### src/hdl/jlsf_pkg.sv
// ----------------------------------------------------------------------------
// jlsf_pkg
// Shared widths, constants, register indexes and sequencer states of the
// jerk-limited speed filter.
// ----------------------------------------------------------------------------
`default_nettype none

package jlsf_pkg;

  localparam int SPEED_W = 15;
  localparam int ACC_W   = 16;
  localparam int LIM_W   = 15;
  localparam int JERK_W  = 16;
  localparam int TIME_W  = 16;
  localparam int CFG_W   = 16;
  localparam int OPND_W  = 16;
  localparam int PROD_W  = 2 * OPND_W;

  localparam logic [OPND_W-1:0]  MS_PER_S   = 16'd1000;
  localparam logic [TIME_W-1:0]  RESP_FLOOR = 16'd50;
  localparam logic [SPEED_W-1:0] SPEED_MAX  = 15'h7fff;
  localparam logic [ACC_W-1:0]   ACC_MAX    = 16'h7fff;
  localparam logic [ACC_W-1:0]   ACC_MIN    = 16'h8000;

  localparam logic [LIM_W-1:0]  ACCEL_LIMIT_RST = 15'd512;
  localparam logic [LIM_W-1:0]  DECEL_LIMIT_RST = 15'd768;
  localparam logic [JERK_W-1:0] JERK_LIMIT_RST  = 16'd1024;
  localparam logic [TIME_W-1:0] RESPONSE_RST    = 16'd500;

  typedef enum logic [1:0] {
    CFG_ACCEL_LIMIT = 2'd0,
    CFG_DECEL_LIMIT = 2'd1,
    CFG_JERK_LIMIT  = 2'd2,
    CFG_RESPONSE_MS = 2'd3
  } cfg_idx_e;

  typedef enum logic [3:0] {
    ST_IDLE,
    ST_ERR,
    ST_MUL_ERR,
    ST_DIV_ERR,
    ST_MUL_JERK,
    ST_DIV_JERK,
    ST_ACC,
    ST_LAUNCH,
    ST_MUL_ACC,
    ST_DIV_ACC,
    ST_SNAP,
    ST_DONE
  } state_e;

endpackage

`default_nettype wire

### src/hdl/jlsf_in_if.sv
// ----------------------------------------------------------------------------
// jlsf_in_if
// Request channel of the speed filter: mode, target speed and time step.
// ----------------------------------------------------------------------------
`default_nettype none

interface jlsf_in_if
  import jlsf_pkg::*;
();
  logic                     valid;
  logic                     ready;
  logic                     mode;
  logic signed [ACC_W-1:0]  speed_tgt;
  logic        [TIME_W-1:0] step_ms;

  modport source (output valid, mode, speed_tgt, step_ms, input ready);
  modport sink   (input valid, mode, speed_tgt, step_ms, output ready);
endinterface

`default_nettype wire

### src/hdl/jlsf_out_if.sv
// ----------------------------------------------------------------------------
// jlsf_out_if
// Result channel of the speed filter: speed command and acceleration.
// ----------------------------------------------------------------------------
`default_nettype none

interface jlsf_out_if
  import jlsf_pkg::*;
();
  logic                      valid;
  logic                      ready;
  logic        [SPEED_W-1:0] speed_cmd;
  logic signed [ACC_W-1:0]   accel_now;

  modport source (output valid, speed_cmd, accel_now, input ready);
  modport sink   (input valid, speed_cmd, accel_now, output ready);
endinterface

`default_nettype wire

### src/hdl/jerk_limited_speed_filter_core.sv
// ----------------------------------------------------------------------------
// jerk_limited_speed_filter_core
// Jerk-limited ramp of a Q8.8 speed command toward a target speed.
// ----------------------------------------------------------------------------
// One request is handled at a time. A reset request, the first request after
// power-up and a request with a zero time step go straight to the final step
// and present their result from there, and the input is ready again after it.
// An update request passes through the sequencer states in order; its three
// products go through one shared 16-step shift-add multiplier and its three
// quotients (error times 1000 over response time, jerk times step over 1000,
// and acceleration times step over 1000) through one shared 32-step restoring
// divider. The result sits in an output register, so a new request is taken
// while the last result waits; a finished request then holds in its last step
// until that register is free.
`default_nettype none

module jerk_limited_speed_filter_core
  import jlsf_pkg::*;
(
  input  wire logic             clk_i,
  input  wire logic             rst_ni,
  input  wire logic             cfg_we_i,
  input  wire logic [1:0]       cfg_idx_i,
  input  wire logic [CFG_W-1:0] cfg_data_i,
  jlsf_in_if.sink               in_i,
  jlsf_out_if.source            out_o
);

  state_e state_q, state_d;

  logic [LIM_W-1:0]   accel_lim_q, decel_lim_q;
  logic [JERK_W-1:0]  jerk_lim_q;
  logic [TIME_W-1:0]  resp_q, resp_eff;

  logic               primed_q;
  logic [SPEED_W-1:0] speed_q;
  logic [ACC_W-1:0]   accel_q;

  logic [SPEED_W-1:0] t_q, t_in;
  logic [TIME_W-1:0]  dt_q;
  logic               err_neg_q, err_zero_q;
  logic [ACC_W-1:0]   desired_q, acc_q;
  logic [ACC_W:0]     step_q;
  logic [SPEED_W-1:0] next_q;

  logic               out_valid_q;
  logic [SPEED_W-1:0] out_speed_q;
  logic [ACC_W-1:0]   out_accel_q;

  logic               in_ready, in_fire;
  logic               mul_start, mul_done, div_start, div_done;
  logic [OPND_W-1:0]  mul_a, mul_b, div_den;
  logic [PROD_W-1:0]  mul_prod, div_quo;

  logic               err_neg;
  logic [SPEED_W-1:0] err_mag;
  logic [LIM_W-1:0]   des_lim, des_mag;
  logic [ACC_W-1:0]   desired_d;
  logic [ACC_W:0]     diff, diff_abs, step_d;
  logic [ACC_W-1:0]   diff_mag, step_mag;
  logic [ACC_W+1:0]   acc_sum;
  logic [ACC_W-1:0]   acc_d, acc_mag;
  logic [PROD_W-1:0]  speed_ext, speed_sum;
  logic [SPEED_W-1:0] next_d;
  logic               snap;

  assign in_fire  = in_i.valid && in_ready;
  assign resp_eff = (resp_q < RESP_FLOOR) ? RESP_FLOOR : resp_q;
  assign t_in     = in_i.speed_tgt[ACC_W-1] ? '0 : in_i.speed_tgt[SPEED_W-1:0];

  // speed error
  assign err_neg = t_q < speed_q;
  assign err_mag = err_neg ? (speed_q - t_q) : (t_q - speed_q);

  // desired acceleration, clamped to the limit on its side
  assign des_lim   = err_neg_q ? decel_lim_q : accel_lim_q;
  assign des_mag   = (div_quo > {{(PROD_W-LIM_W){1'b0}}, des_lim}) ? des_lim
                                                                    : div_quo[LIM_W-1:0];
  assign desired_d = err_neg_q ? (ACC_W'(0) - {1'b0, des_mag}) : {1'b0, des_mag};

  // acceleration change, bounded by jerk times step
  assign diff     = {desired_q[ACC_W-1], desired_q} - {accel_q[ACC_W-1], accel_q};
  assign diff_abs = diff[ACC_W] ? ((ACC_W+1)'(0) - diff) : diff;
  assign diff_mag = diff_abs[ACC_W-1:0];
  assign step_mag = (div_quo < {{(PROD_W-ACC_W){1'b0}}, diff_mag}) ? div_quo[ACC_W-1:0]
                                                                    : diff_mag;
  assign step_d   = diff[ACC_W] ? ((ACC_W+1)'(0) - {1'b0, step_mag}) : {1'b0, step_mag};

  assign acc_sum = {step_q[ACC_W], step_q} + {{2{accel_q[ACC_W-1]}}, accel_q};
  always_comb begin
    if (acc_sum[ACC_W+1:ACC_W-1] == 3'b000 || acc_sum[ACC_W+1:ACC_W-1] == 3'b111) begin
      acc_d = acc_sum[ACC_W-1:0];
    end else begin
      acc_d = acc_sum[ACC_W+1] ? ACC_MIN : ACC_MAX;
    end
  end
  assign acc_mag = acc_q[ACC_W-1] ? (ACC_W'(0) - acc_q) : acc_q;

  // integrated speed, saturated at both ends
  assign speed_ext = {{(PROD_W-SPEED_W){1'b0}}, speed_q};
  assign speed_sum = speed_ext + div_quo;
  always_comb begin
    if (acc_q[ACC_W-1]) begin
      next_d = (div_quo >= speed_ext) ? '0 : (speed_q - div_quo[SPEED_W-1:0]);
    end else begin
      next_d = (speed_sum > {{(PROD_W-SPEED_W){1'b0}}, SPEED_MAX}) ? SPEED_MAX
                                                                  : speed_sum[SPEED_W-1:0];
    end
  end

  // reached or crossed the target
  assign snap = err_zero_q || (t_q == next_q) || (err_neg_q != (t_q < next_q));

  always_comb begin
    state_d   = state_q;
    in_ready  = 1'b0;
    mul_start = 1'b0;
    mul_a     = '0;
    mul_b     = '0;
    div_start = 1'b0;
    div_den   = '0;
    case (state_q)
      ST_IDLE: begin
        in_ready = 1'b1;
        if (in_i.valid) begin
          if (in_i.mode || !primed_q || in_i.step_ms == '0) begin
            state_d = ST_DONE;
          end else begin
            state_d = ST_ERR;
          end
        end
      end
      ST_ERR: begin
        mul_start = 1'b1;
        mul_a     = {1'b0, err_mag};
        mul_b     = MS_PER_S;
        state_d   = ST_MUL_ERR;
      end
      ST_MUL_ERR: begin
        if (mul_done) begin
          div_start = 1'b1;
          div_den   = resp_eff;
          state_d   = ST_DIV_ERR;
        end
      end
      ST_DIV_ERR: begin
        if (div_done) begin
          mul_start = 1'b1;
          mul_a     = jerk_lim_q;
          mul_b     = dt_q;
          state_d   = ST_MUL_JERK;
        end
      end
      ST_MUL_JERK: begin
        if (mul_done) begin
          div_start = 1'b1;
          div_den   = MS_PER_S;
          state_d   = ST_DIV_JERK;
        end
      end
      ST_DIV_JERK: begin
        if (div_done) begin
          state_d = ST_ACC;
        end
      end
      ST_ACC: begin
        state_d = ST_LAUNCH;
      end
      ST_LAUNCH: begin
        mul_start = 1'b1;
        mul_a     = acc_mag;
        mul_b     = dt_q;
        state_d   = ST_MUL_ACC;
      end
      ST_MUL_ACC: begin
        if (mul_done) begin
          div_start = 1'b1;
          div_den   = MS_PER_S;
          state_d   = ST_DIV_ACC;
        end
      end
      ST_DIV_ACC: begin
        if (div_done) begin
          state_d = ST_SNAP;
        end
      end
      ST_SNAP: begin
        state_d = ST_DONE;
      end
      ST_DONE: begin
        if (!out_valid_q || out_o.ready) begin
          state_d = ST_IDLE;
        end
      end
      default: begin
        state_d = ST_IDLE;
      end
    endcase
  end

  always_ff @(posedge clk_i or negedge rst_ni) begin
    if (!rst_ni) begin
      state_q <= ST_IDLE;
    end else begin
      state_q <= state_d;
    end
  end

  always_ff @(posedge clk_i or negedge rst_ni) begin
    if (!rst_ni) begin
      accel_lim_q <= ACCEL_LIMIT_RST;
      decel_lim_q <= DECEL_LIMIT_RST;
      jerk_lim_q  <= JERK_LIMIT_RST;
      resp_q      <= RESPONSE_RST;
    end else if (cfg_we_i) begin
      case (cfg_idx_e'(cfg_idx_i))
        CFG_ACCEL_LIMIT: accel_lim_q <= cfg_data_i[LIM_W-1:0];
        CFG_DECEL_LIMIT: decel_lim_q <= cfg_data_i[LIM_W-1:0];
        CFG_JERK_LIMIT:  jerk_lim_q  <= cfg_data_i[JERK_W-1:0];
        CFG_RESPONSE_MS: resp_q      <= cfg_data_i[TIME_W-1:0];
        default: ;
      endcase
    end
  end

  always_ff @(posedge clk_i or negedge rst_ni) begin
    if (!rst_ni) begin
      primed_q    <= 1'b0;
      speed_q     <= '0;
      accel_q     <= '0;
      out_valid_q <= 1'b0;
    end else begin
      if (in_fire && (in_i.mode || !primed_q)) begin
        primed_q <= 1'b1;
        speed_q  <= t_in;
        accel_q  <= '0;
      end else if (state_q == ST_SNAP) begin
        speed_q <= snap ? t_q : next_q;
        accel_q <= snap ? '0 : acc_q;
      end
      if (state_q == ST_DONE && state_d == ST_IDLE) begin
        out_valid_q <= 1'b1;
      end else if (out_o.ready) begin
        out_valid_q <= 1'b0;
      end
    end
  end

  always_ff @(posedge clk_i) begin
    if (in_fire) begin
      t_q  <= t_in;
      dt_q <= in_i.step_ms;
    end
    if (state_q == ST_ERR) begin
      err_neg_q  <= err_neg;
      err_zero_q <= (t_q == speed_q);
    end
    if (state_q == ST_DIV_ERR && div_done) begin
      desired_q <= desired_d;
    end
    if (state_q == ST_DIV_JERK && div_done) begin
      step_q <= step_d;
    end
    if (state_q == ST_ACC) begin
      acc_q <= acc_d;
    end
    if (state_q == ST_DIV_ACC && div_done) begin
      next_q <= next_d;
    end
    if (state_q == ST_DONE && state_d == ST_IDLE) begin
      out_speed_q <= speed_q;
      out_accel_q <= accel_q;
    end
  end

  jlsf_serial_mul #(
    .W (OPND_W)
  ) u_mul (
    .clk_i   (clk_i),
    .rst_ni  (rst_ni),
    .start_i (mul_start),
    .a_i     (mul_a),
    .b_i     (mul_b),
    .done_o  (mul_done),
    .prod_o  (mul_prod)
  );

  jlsf_serial_div #(
    .NW (PROD_W),
    .DW (OPND_W)
  ) u_div (
    .clk_i   (clk_i),
    .rst_ni  (rst_ni),
    .start_i (div_start),
    .num_i   (mul_prod),
    .den_i   (div_den),
    .done_o  (div_done),
    .quo_o   (div_quo)
  );

  assign in_i.ready      = in_ready;
  assign out_o.valid     = out_valid_q;
  assign out_o.speed_cmd = out_speed_q;
  assign out_o.accel_now = out_accel_q;

  // multiplier finishes only while the sequencer waits on it
  a_mul_done_state: assert property (@(posedge clk_i) disable iff (!rst_ni)
    mul_done |-> (state_q == ST_MUL_ERR || state_q == ST_MUL_JERK || state_q == ST_MUL_ACC))
    else $error("multiplier finished outside a multiply state");

  a_div_done_state: assert property (@(posedge clk_i) disable iff (!rst_ni)
    div_done |-> (state_q == ST_DIV_ERR || state_q == ST_DIV_JERK || state_q == ST_DIV_ACC))
    else $error("divider finished outside a divide state");

  a_reset_request: assert property (@(posedge clk_i) disable iff (!rst_ni)
    (in_fire && in_i.mode) |=> (primed_q && accel_q == '0 && speed_q == $past(t_in)))
    else $error("reset request did not load the speed state");

  a_result_load: assert property (@(posedge clk_i) disable iff (!rst_ni)
    (state_q == ST_DONE && state_d == ST_IDLE) |=>
      (out_valid_q && out_speed_q == $past(speed_q) && out_accel_q == $past(accel_q)))
    else $error("result register does not match the filter state");

endmodule

`default_nettype wire

### src/hdl/jlsf_serial_mul.sv
// ----------------------------------------------------------------------------
// jlsf_serial_mul
// Unsigned shift-add multiplier, one multiplier bit per cycle.
// ----------------------------------------------------------------------------
`default_nettype none

module jlsf_serial_mul #(
  parameter int W = 16
) (
  input  wire logic           clk_i,
  input  wire logic           rst_ni,
  input  wire logic           start_i,
  input  wire logic [W-1:0]   a_i,
  input  wire logic [W-1:0]   b_i,
  output logic                done_o,
  output logic [2*W-1:0]      prod_o
);

  localparam int CNT_W = (W > 1) ? $clog2(W) : 1;

  logic [W-1:0]     a_q;
  logic [2*W-1:0]   acc_q, acc_d;
  logic [CNT_W-1:0] cnt_q;
  logic             busy_q, done_q;
  logic [W:0]       sum;

  // upper half accumulates, lower half holds the remaining multiplier bits
  assign sum   = {1'b0, acc_q[2*W-1:W]} + (acc_q[0] ? {1'b0, a_q} : '0);
  assign acc_d = {sum, acc_q[W-1:1]};

  always_ff @(posedge clk_i or negedge rst_ni) begin
    if (!rst_ni) begin
      busy_q <= 1'b0;
      done_q <= 1'b0;
      cnt_q  <= '0;
    end else begin
      done_q <= 1'b0;
      if (start_i) begin
        busy_q <= 1'b1;
        cnt_q  <= '0;
      end else if (busy_q) begin
        cnt_q <= cnt_q + 1'b1;
        if (cnt_q == CNT_W'(W - 1)) begin
          busy_q <= 1'b0;
          done_q <= 1'b1;
        end
      end
    end
  end

  always_ff @(posedge clk_i) begin
    if (start_i) begin
      a_q   <= a_i;
      acc_q <= {{W{1'b0}}, b_i};
    end else if (busy_q) begin
      acc_q <= acc_d;
    end
  end

  assign done_o = done_q;
  assign prod_o = acc_q;

endmodule

`default_nettype wire

### src/hdl/jlsf_serial_div.sv
// ----------------------------------------------------------------------------
// jlsf_serial_div
// Unsigned restoring divider, one quotient bit per cycle, truncating.
// ----------------------------------------------------------------------------
`default_nettype none

module jlsf_serial_div #(
  parameter int NW = 32,
  parameter int DW = 16
) (
  input  wire logic          clk_i,
  input  wire logic          rst_ni,
  input  wire logic          start_i,
  input  wire logic [NW-1:0] num_i,
  input  wire logic [DW-1:0] den_i,
  output logic               done_o,
  output logic [NW-1:0]      quo_o
);

  localparam int CNT_W = (NW > 1) ? $clog2(NW) : 1;

  logic [NW-1:0]    quo_q;
  logic [DW-1:0]    rem_q, den_q;
  logic [CNT_W-1:0] cnt_q;
  logic             busy_q, done_q;
  logic [DW:0]      rem_sh;
  logic [DW+1:0]    trial;
  logic             qbit;

  assign rem_sh = {rem_q, quo_q[NW-1]};
  assign trial  = {1'b0, rem_sh} - {2'b00, den_q};
  assign qbit   = !trial[DW+1];

  always_ff @(posedge clk_i or negedge rst_ni) begin
    if (!rst_ni) begin
      busy_q <= 1'b0;
      done_q <= 1'b0;
      cnt_q  <= '0;
    end else begin
      done_q <= 1'b0;
      if (start_i) begin
        busy_q <= 1'b1;
        cnt_q  <= '0;
      end else if (busy_q) begin
        cnt_q <= cnt_q + 1'b1;
        if (cnt_q == CNT_W'(NW - 1)) begin
          busy_q <= 1'b0;
          done_q <= 1'b1;
        end
      end
    end
  end

  // remainder stays below a nonzero divisor, so DW bits hold it
  always_ff @(posedge clk_i) begin
    if (start_i) begin
      quo_q <= num_i;
      rem_q <= '0;
      den_q <= den_i;
    end else if (busy_q) begin
      quo_q <= {quo_q[NW-2:0], qbit};
      rem_q <= qbit ? trial[DW-1:0] : rem_sh[DW-1:0];
    end
  end

  assign done_o = done_q;
  assign quo_o  = quo_q;

endmodule

`default_nettype wire
### src/flat_wrapper.sv
// flat-port wrapper written by rule: the top's interface ports become plain ports
module jerk_limited_speed_filter_core_flat import jlsf_pkg::*;
  (clk_i, rst_ni, cfg_we_i, cfg_idx_i, cfg_data_i, in_i_valid, in_i_mode, in_i_speed_tgt, in_i_step_ms, in_i_ready, out_o_valid, out_o_speed_cmd, out_o_accel_now, out_o_ready);
  jlsf_in_if in_i_i ();
  jlsf_out_if out_o_i ();
  input  wire logic clk_i;
  input  wire logic rst_ni;
  input  wire logic cfg_we_i;
  input  wire logic [1:0] cfg_idx_i;
  input  wire logic [CFG_W-1:0] cfg_data_i;
  input wire logic [$bits(in_i_i.valid)-1:0] in_i_valid;
  input wire logic [$bits(in_i_i.mode)-1:0] in_i_mode;
  input wire logic [$bits(in_i_i.speed_tgt)-1:0] in_i_speed_tgt;
  input wire logic [$bits(in_i_i.step_ms)-1:0] in_i_step_ms;
  output wire logic [$bits(in_i_i.ready)-1:0] in_i_ready;
  output wire logic [$bits(out_o_i.valid)-1:0] out_o_valid;
  output wire logic [$bits(out_o_i.speed_cmd)-1:0] out_o_speed_cmd;
  output wire logic [$bits(out_o_i.accel_now)-1:0] out_o_accel_now;
  input wire logic [$bits(out_o_i.ready)-1:0] out_o_ready;
  assign in_i_i.valid = in_i_valid;
  assign in_i_i.mode = in_i_mode;
  assign in_i_i.speed_tgt = in_i_speed_tgt;
  assign in_i_i.step_ms = in_i_step_ms;
  assign in_i_ready = in_i_i.ready;
  assign out_o_valid = out_o_i.valid;
  assign out_o_speed_cmd = out_o_i.speed_cmd;
  assign out_o_accel_now = out_o_i.accel_now;
  assign out_o_i.ready = out_o_ready;
  jerk_limited_speed_filter_core u_core (.clk_i(clk_i), .rst_ni(rst_ni), .cfg_we_i(cfg_we_i), .cfg_idx_i(cfg_idx_i), .cfg_data_i(cfg_data_i), .in_i(in_i_i), .out_o(out_o_i));
endmodule
### config.mk
export PLATFORM = sky130hd
export DESIGN_NAME = jerk_limited_speed_filter_core_flat
export DESIGN_NICKNAME = d
export VERILOG_FILES = /design/src/hdl/jlsf_pkg.sv /design/src/hdl/jlsf_in_if.sv /design/src/hdl/jlsf_out_if.sv /design/src/hdl/jerk_limited_speed_filter_core.sv /design/src/hdl/jlsf_serial_mul.sv /design/src/hdl/jlsf_serial_div.sv /design/src/flat_wrapper.sv
export SDC_FILE = /design/constraint.sdc
export NUM_CORES = 1
export LEC_CHECK = 0
export CAP_MARGIN = 20
export CELL_PAD_IN_SITES_DETAIL_PLACEMENT = 1
export CELL_PAD_IN_SITES_GLOBAL_PLACEMENT = 1
export CORE_MARGIN = 2
export CORE_UTILIZATION = 46
export DETAILED_ROUTE_END_ITERATION = 12
export DONT_BUFFER_PORTS = 1
export PLACE_DENSITY = 0.85
export SLEW_MARGIN = 0
export SYNTH_ARGS = -nofsm -noshare
export SYNTH_HDL_FRONTEND = slang
export SYNTH_SLANG_ARGS = --single-unit
### constraint.sdc
create_clock -name clk_i -period 10.76 [get_ports clk_i]
set_input_delay 2.152 -clock clk_i [delete_from_list [all_inputs] [get_ports clk_i]]
set_output_delay 2.152 -clock clk_i [all_outputs]
set_load 0.1 [all_outputs]
# Word level (Yosys, flattened, before mapping)
# Index checks and enable logic that the tools add are counted.
word_totals:
  wordCells: 172
  input_bits: 56
  reg_bits: 352
op_classes:
  muxes: 67
  eq_ne: 20
  n_lt_le_gt_ge: 7
  n_reduce_logical: 31
  addsub: 14
op_table:
  columns: ["cell", "count"]
  rows:
  - ["$mux 16", 17]
  - ["$mux 15", 11]
  - ["$pmux 16 s3", 2]
  - ["$mux 32", 2]
  - ["$pmux 4 s12", 1]
  - ["$sub 15x15->15", 3]
  - ["$mux 4", 11]
  - ["$add 15x32->32", 1]
  - ["$ge 32x15->1", 1]
  - ["$gt 32x15->1", 1]
  - ["$gt 32x15->1 const B", 1]
  - ["$lt 32x16->1", 1]
  - ["$pmux 16 s2", 1]
  - ["$sub 1x16->16 const A", 2]
  - ["$eq 15x15->1", 2]
  - ["$lt 15x15->1", 2]
  - ["$eq 4x4->1 const B", 5]
  - ["$add 17x16->18", 1]
  - ["$mux 1", 18]
  - ["$sub 17x16->18", 1]
  - ["$add 16x16->17", 1]
  - ["$sub 1x16->17 const A", 1]
  - ["$sub 16x16->17", 1]
  - ["$eq 4x3->1 const B", 4]
  - ["other kinds (25)", 48]

# Depth between registers and ports, before layout
logic_depth:
  depth_word: 9
  mapped_depth: 33
  ltp_nobuf: 30

# Modules after synthesis
# A second synthesis with hierarchy kept.
unflattened:
  cells_unflattened: 2478
  hier_area_um2: 24504.8
by_module_without_submodules:
  columns: ["module", "instances", "area_each_um2", "cells_per_inst"]
  rows:
  - ["jerk_limited_speed_filter_core", 1, 17727.0, 1868]
  - ["jlsf_serial_div", 1, 3849.9, 333]
  - ["jlsf_serial_mul", 1, 2927.8, 277]

# Worst setup path after synthesis
# Ideal clock, no wire load.
synth_path:
  kind: "register -> register"
  start: "register u_core.accel_q[0]"
  end: "register u_core.step_q[12], data pin"
  setup_time_ns: 0.263
  t_arrival_ns: 6.483
  slack_ns: 4.014
  path_buffers: 4
  path_stages_with_launch: 33
  period_less_slack_ns: 6.746
  t_required_ns: 10.497
  path_cell_list: "dfrtp_1 ha_1 fa_1 nand2b_1 a21oi_2 o21ai_0 a21oi_1 a311o_1 clkbuf_1 buf_1 clkbuf_1 nor2_1 xnor2_1 ha_1 a21o_1 a21o_1 a21oi_1 o21ai_0 a221o_1 a21o_1 a21o_1 maj3_2 a21oi_1 buf_4 nor2_1 a21oi_1 ha_1 nand2_1 nor3_1 nand3_1 mux2i_1 nor2_1 xor2_1"
synth_between:
  elab_chain_len: 7
synth_lines:
  columns: ["item", "line_no", "rtl"]
  rows:
  - ["start: declaration", "jerk_limited_speed_filter_core.sv:37", "logic [ACC_W-1:0] accel_q;"]
  - ["start signal: assignment", "jerk_limited_speed_filter_core.sv:239", "accel_q <= snap ? '0 : acc_q;"]
  - ["$sub 16x16->17 *", "jerk_limited_speed_filter_core.sv:82", "assign diff = {desired_q[ACC_W-1], desired_q} - {accel_q[ACC_W-1], accel_q};"]
  - ["$sub 1x16->16", "jerk_limited_speed_filter_core.sv:83", "assign diff_abs = diff[ACC_W] ? ((ACC_W+1)'(0) - diff) : diff;"]
  - ["$mux 16", "jerk_limited_speed_filter_core.sv:83", null]
  - ["$lt 32x16->1", "jerk_limited_speed_filter_core.sv:85", "assign step_mag = (div_quo < {{(PROD_W-ACC_W){1'b0}}, diff_mag}) ? div_quo[ACC_W-1:0]"]
  - ["$mux 16", "jerk_limited_speed_filter_core.sv:85", null]
  - ["$sub 1x16->17", "jerk_limited_speed_filter_core.sv:87", "assign step_d = diff[ACC_W] ? ((ACC_W+1)'(0) - {1'b0, step_mag}) : {1'b0, step_mag};"]
  - ["$mux 16 *", "jerk_limited_speed_filter_core.sv:87", null]
  - ["net u_core.step_d[12]", "jerk_limited_speed_filter_core.sv:59", "logic [ACC_W:0] diff, diff_abs, step_d;"]
  - ["end signal: assignment", "jerk_limited_speed_filter_core.sv:262", "step_q <= step_d;"]
  - ["end: declaration", "jerk_limited_speed_filter_core.sv:43", "logic [ACC_W:0] step_q;"]
# The timed path passes the listed nets; every way through them passes the cells marked *.
# A chain may end at the register's enable or synchronous reset.

# Worst setup path in the final report
layout_path:
  start: "register u_core.accel_q[0]"
  end: "register u_core.step_q[14], data pin"
# Same word-level chain as after synthesis.

==> summary.txt <==
Timing
  • Worst-Margin Slew: 1.10 ns
  • Final Max Slew Viols: 0
  • Minimum clock period after layout: 7.46 ns
  • Hold Worst Slack: 0.507 ns
  • Sum of negative setup slack: 0 ns
  • Final setup violating endpoints: 0
  • PnR worst setup slack: 3.30 ns
  • Setup repair after global routing missed its margin: no
  • Worst Clk Skew: 0.0251 ns
  • Tcrit/Tclk final: 69.3%
  • Final hold vios: 0
  • Slew margin rel.: 26.8%
  • Peak Freq: 0.134 GHz

Global route
  • Number of global-route vias before repair: 19.8k
  • Largest net degree at the start of global routing: 113
  • GRT Resource Usage Total: 28.2%
  • Residual overflow from global routing: 0
  • Initial antenna violation count: 2
  • Global-route wire length before repair: 115 mm

Critical path
  • Peak per-stage delay on the critical path: 0.69 ns
  • Required @ worst endpoint: 11.09 ns
  • Most prevalent standard cell on the critical path: ha_1
  • Cell family contributing the most delay on the critical path: adder cells
  • Critical path buffers and inverters: 2
  • Kind of critical path: reg2reg
  • Kind of launch point of the worst setup path: flip-flop
  • Largest fanout on the critical path: 20
  • Arrival time of data at the critical path endpoint: 7.78 ns
  • Element type at the critical path end: flip-flop
  • Slowest library cell on the worst path: nor4_1

Clock network
  • Clk_lat worst skew: 0.58 ns
  • Number of clock buffers inserted by TritonCTS: 41
  • CTS tree: done
  • Htree depth: 2
  • Root cell of the clock tree: clkbuf_16
  • Clock-pin slew reported for the worst setup and hold paths after clock tree synthesis: 0.06 ns
  • Clock sink count: 352
  • Gates resized, CTS repair: 0
  • Clock Path Buffers: 3
  • Post-cts hold buffer count: 0
  • Post-CTS setup buffers: 0

Flow run
  • # Max-Cap Violations: 0

Power
  • Static Leakage: 0.0106 uW
  • Final Power: 7450 uW
  • PD cells: 294 nW/um2
  • Maximum VDD drop: 0.135 mV

Floorplanning
  • Count of pins on the block boundary: 89
  • Number of placement rows: 82
  • Die X: 229 um
  • Die Y: 229 um
  • Starting Density: 46.4%
  • Die ar.: 52,200 um2
  • Floorplan Core Area: 50,000 um2

Routing
  • Post-detailed-route via-to-cell ratio: 6.14
  • Count of TritonRoute iterations in the first routing pass: 5
  • Total via count after detailed routing: 19.0k
  • Iteration-0 DRC count of the detailed router: 1,494
  • Post-detailed-route DRC marker count: 0
  • Residual antenna-violating net count after detailed routing: 0
  • Total wirelength of the detailed-routed design: 75.1 mm
  • Detail-routed net length per standard cell: 24.3 um

Yosys
  • Share of the yosys chip area belonging to registers: 41.8%
  • Top post-synthesis cells by count: nand2_1, edfxtp_1, ha_1
  • Number of warning messages in the yosys log: 0
  • Post-synthesis instance area: 23,200 um2
  • Most used flip-flop cell after synthesis: edfxtp_1
  • Number of flops mapped to enable cells by yosys: 208
  • Nets in the synthesized netlist: 2,670
  • Average cell area after synthesis: 9.59 um2
  • Number of distinct standard cells referenced by the synthesized netlist: 94
  • Flop and latch count out of synthesis: 352
  • Fraction of registers with async set or reset after synthesis: 31.8%
  • Largest area contributor in the synthesized netlist: edfxtp_1
  • Area fraction of the dominant cell type after synthesis: 26.9%
  • Cells taking the most area after synthesis: edfxtp_1, dfrtp_1, ha_1
  • Most repeated cell in the gate-level netlist after synthesis: nand2_1
  • Cell count after synthesis: 2,417

Outcome
  • Outcome: finished, final reports clean

Layout
  • Final layout net count: 2,638
  • Area used by multi-input combinational logic: 12,500 um2
  • Syn-to-layout area delta: 9.09%
  • Count of filler cells inserted in the layout: 5,572
  • Share of post-route cells with drive strength above 1: 9.18%
  • Register cell area after layout: 9700 um2

Hold path
  • Tightest Hold Check Type: reg2reg

Place
  • Final weighted congestion of routability-driven global placement: 0.907
  • Half-perimeter wire length after placement: 55.2 mm
  • Worst-case setup slack after placement: 3.53 ns
  • Number of buffer cells added on primary ports: 0
-- layer usage --
metal | up-vias | share of wire (%) | global-route usage, %
li1 | 8602 | - | -
met1 | 9559 | 41 | 35.6
met2 | 625 | 48 | 47.7
met3 | 183 | 6.2 | 4.99
met4 | 2 | 4.6 | 12.0
met5 | - | 0.017 | 0
-- cells by family (layout without fill, tap and decap cells) --
kind of cell / after synthesis / count (layout) / share of synthesized area, %
multiplexers: 115 / 115 / 5.36
buffers and inverters: 273 / 274 / 4.49
AND/OR/NAND/NOR: 712 / 712 / 14.6
AO/OA/AOI/OAI: 630 / 630 / 17.6
other: 0 / 1 / 0
flip-flops: 352 / 352 / 41.8
adder cells (fa/ha/maj): 198 / 198 / 10.9
XOR/XNOR: 137 / 137 / 5.21
-- where the power goes --
part | total, uW | leakage [uW] | switching [uW] | internal [uW]
registers | 2260 | 0.00360 | 409 | 1850
logic | 3760 | 0.00632 | 2290 | 1470
clock network | 1420 | 0.000672 | 602 | 820
total | 7450 | 0.0106 | 3300 | 4150
-- per-stage QoR --
stage	cells	util (%)	area [um2]
floorplan	2417	-	23200
global placement	3012	47.8	23900
detailed placement	3012	47.8	23900
CTS	3088	50.5	25300
global route	3090	50.6	25300
finish	3091	50.6	25300
-- cells in the final DEF, fill, tap and decap left out, types with 15 or more instances in the layout --
cell type / instances
a21boi_0: 15
mux2_2: 73
nor3_1: 36
o21bai_1: 15
nand3_1: 56
nor2b_1: 43
o21a_1: 25
clkbuf_16: 43
o221ai_1: 21
a31oi_1: 26
nand4_1: 21
nand2b_1: 23
nand2_1: 251
inv_1: 169
o31ai_1: 17
a22oi_1: 16
a21oi_1: 150
mux2i_1: 42
a22o_1: 16
and2_1: 30
a21o_1: 67
xor2_1: 46
buf_4: 25
nor2_1: 163
dfxtp_1: 32
xnor2_1: 90
edfxtp_1: 208
ha_1: 189
nor4_1: 18
dfrtp_1: 102
o21ai_0: 173
-- worst paths after layout --
kind                                        start               endpoint  slack, ns  cells after the start
worst max-delay path            u_core.accel_q[0]      u_core.step_q[14]       3.30                     27
worst min-delay path             u_core.resp_q[0]       u_core.resp_q[0]       0.51                      1
worst max register to register  u_core.accel_q[0]      u_core.step_q[14]       3.30                     27
worst min register to register   u_core.resp_q[0]       u_core.resp_q[0]       0.51                      1
max in group asynchronous                  rst_ni  u_core.decel_lim_q[9]       9.21                      0
min in group asynchronous                  rst_ni       u_core.resp_q[9]       1.27                      0
-- final cells by class --
type	count	area share [%]
diodes	1	0.00989
clock inverters	21	0.772
clock buffers	55	4.63
repair buffers	28	1.02
flip-flops and latches	352	38.4
inverters	170	2.52
well taps	672	3.32
multi-input cells	1792	49.4
-- worst register-to-register path, delay by kind of cell (launching register included) --
kind	cells	cell delay [ns]
DFF	1	0.43
buffers and inverters	2	0.37
adders and majority gates	6	2.04
AOI/OAI and AO/OA	8	1.75
muxes	1	0.34
and+or+nand+nor	8	1.91
xor gates and xnor gates	2	0.35
Power figures use the tool's default switching activity.
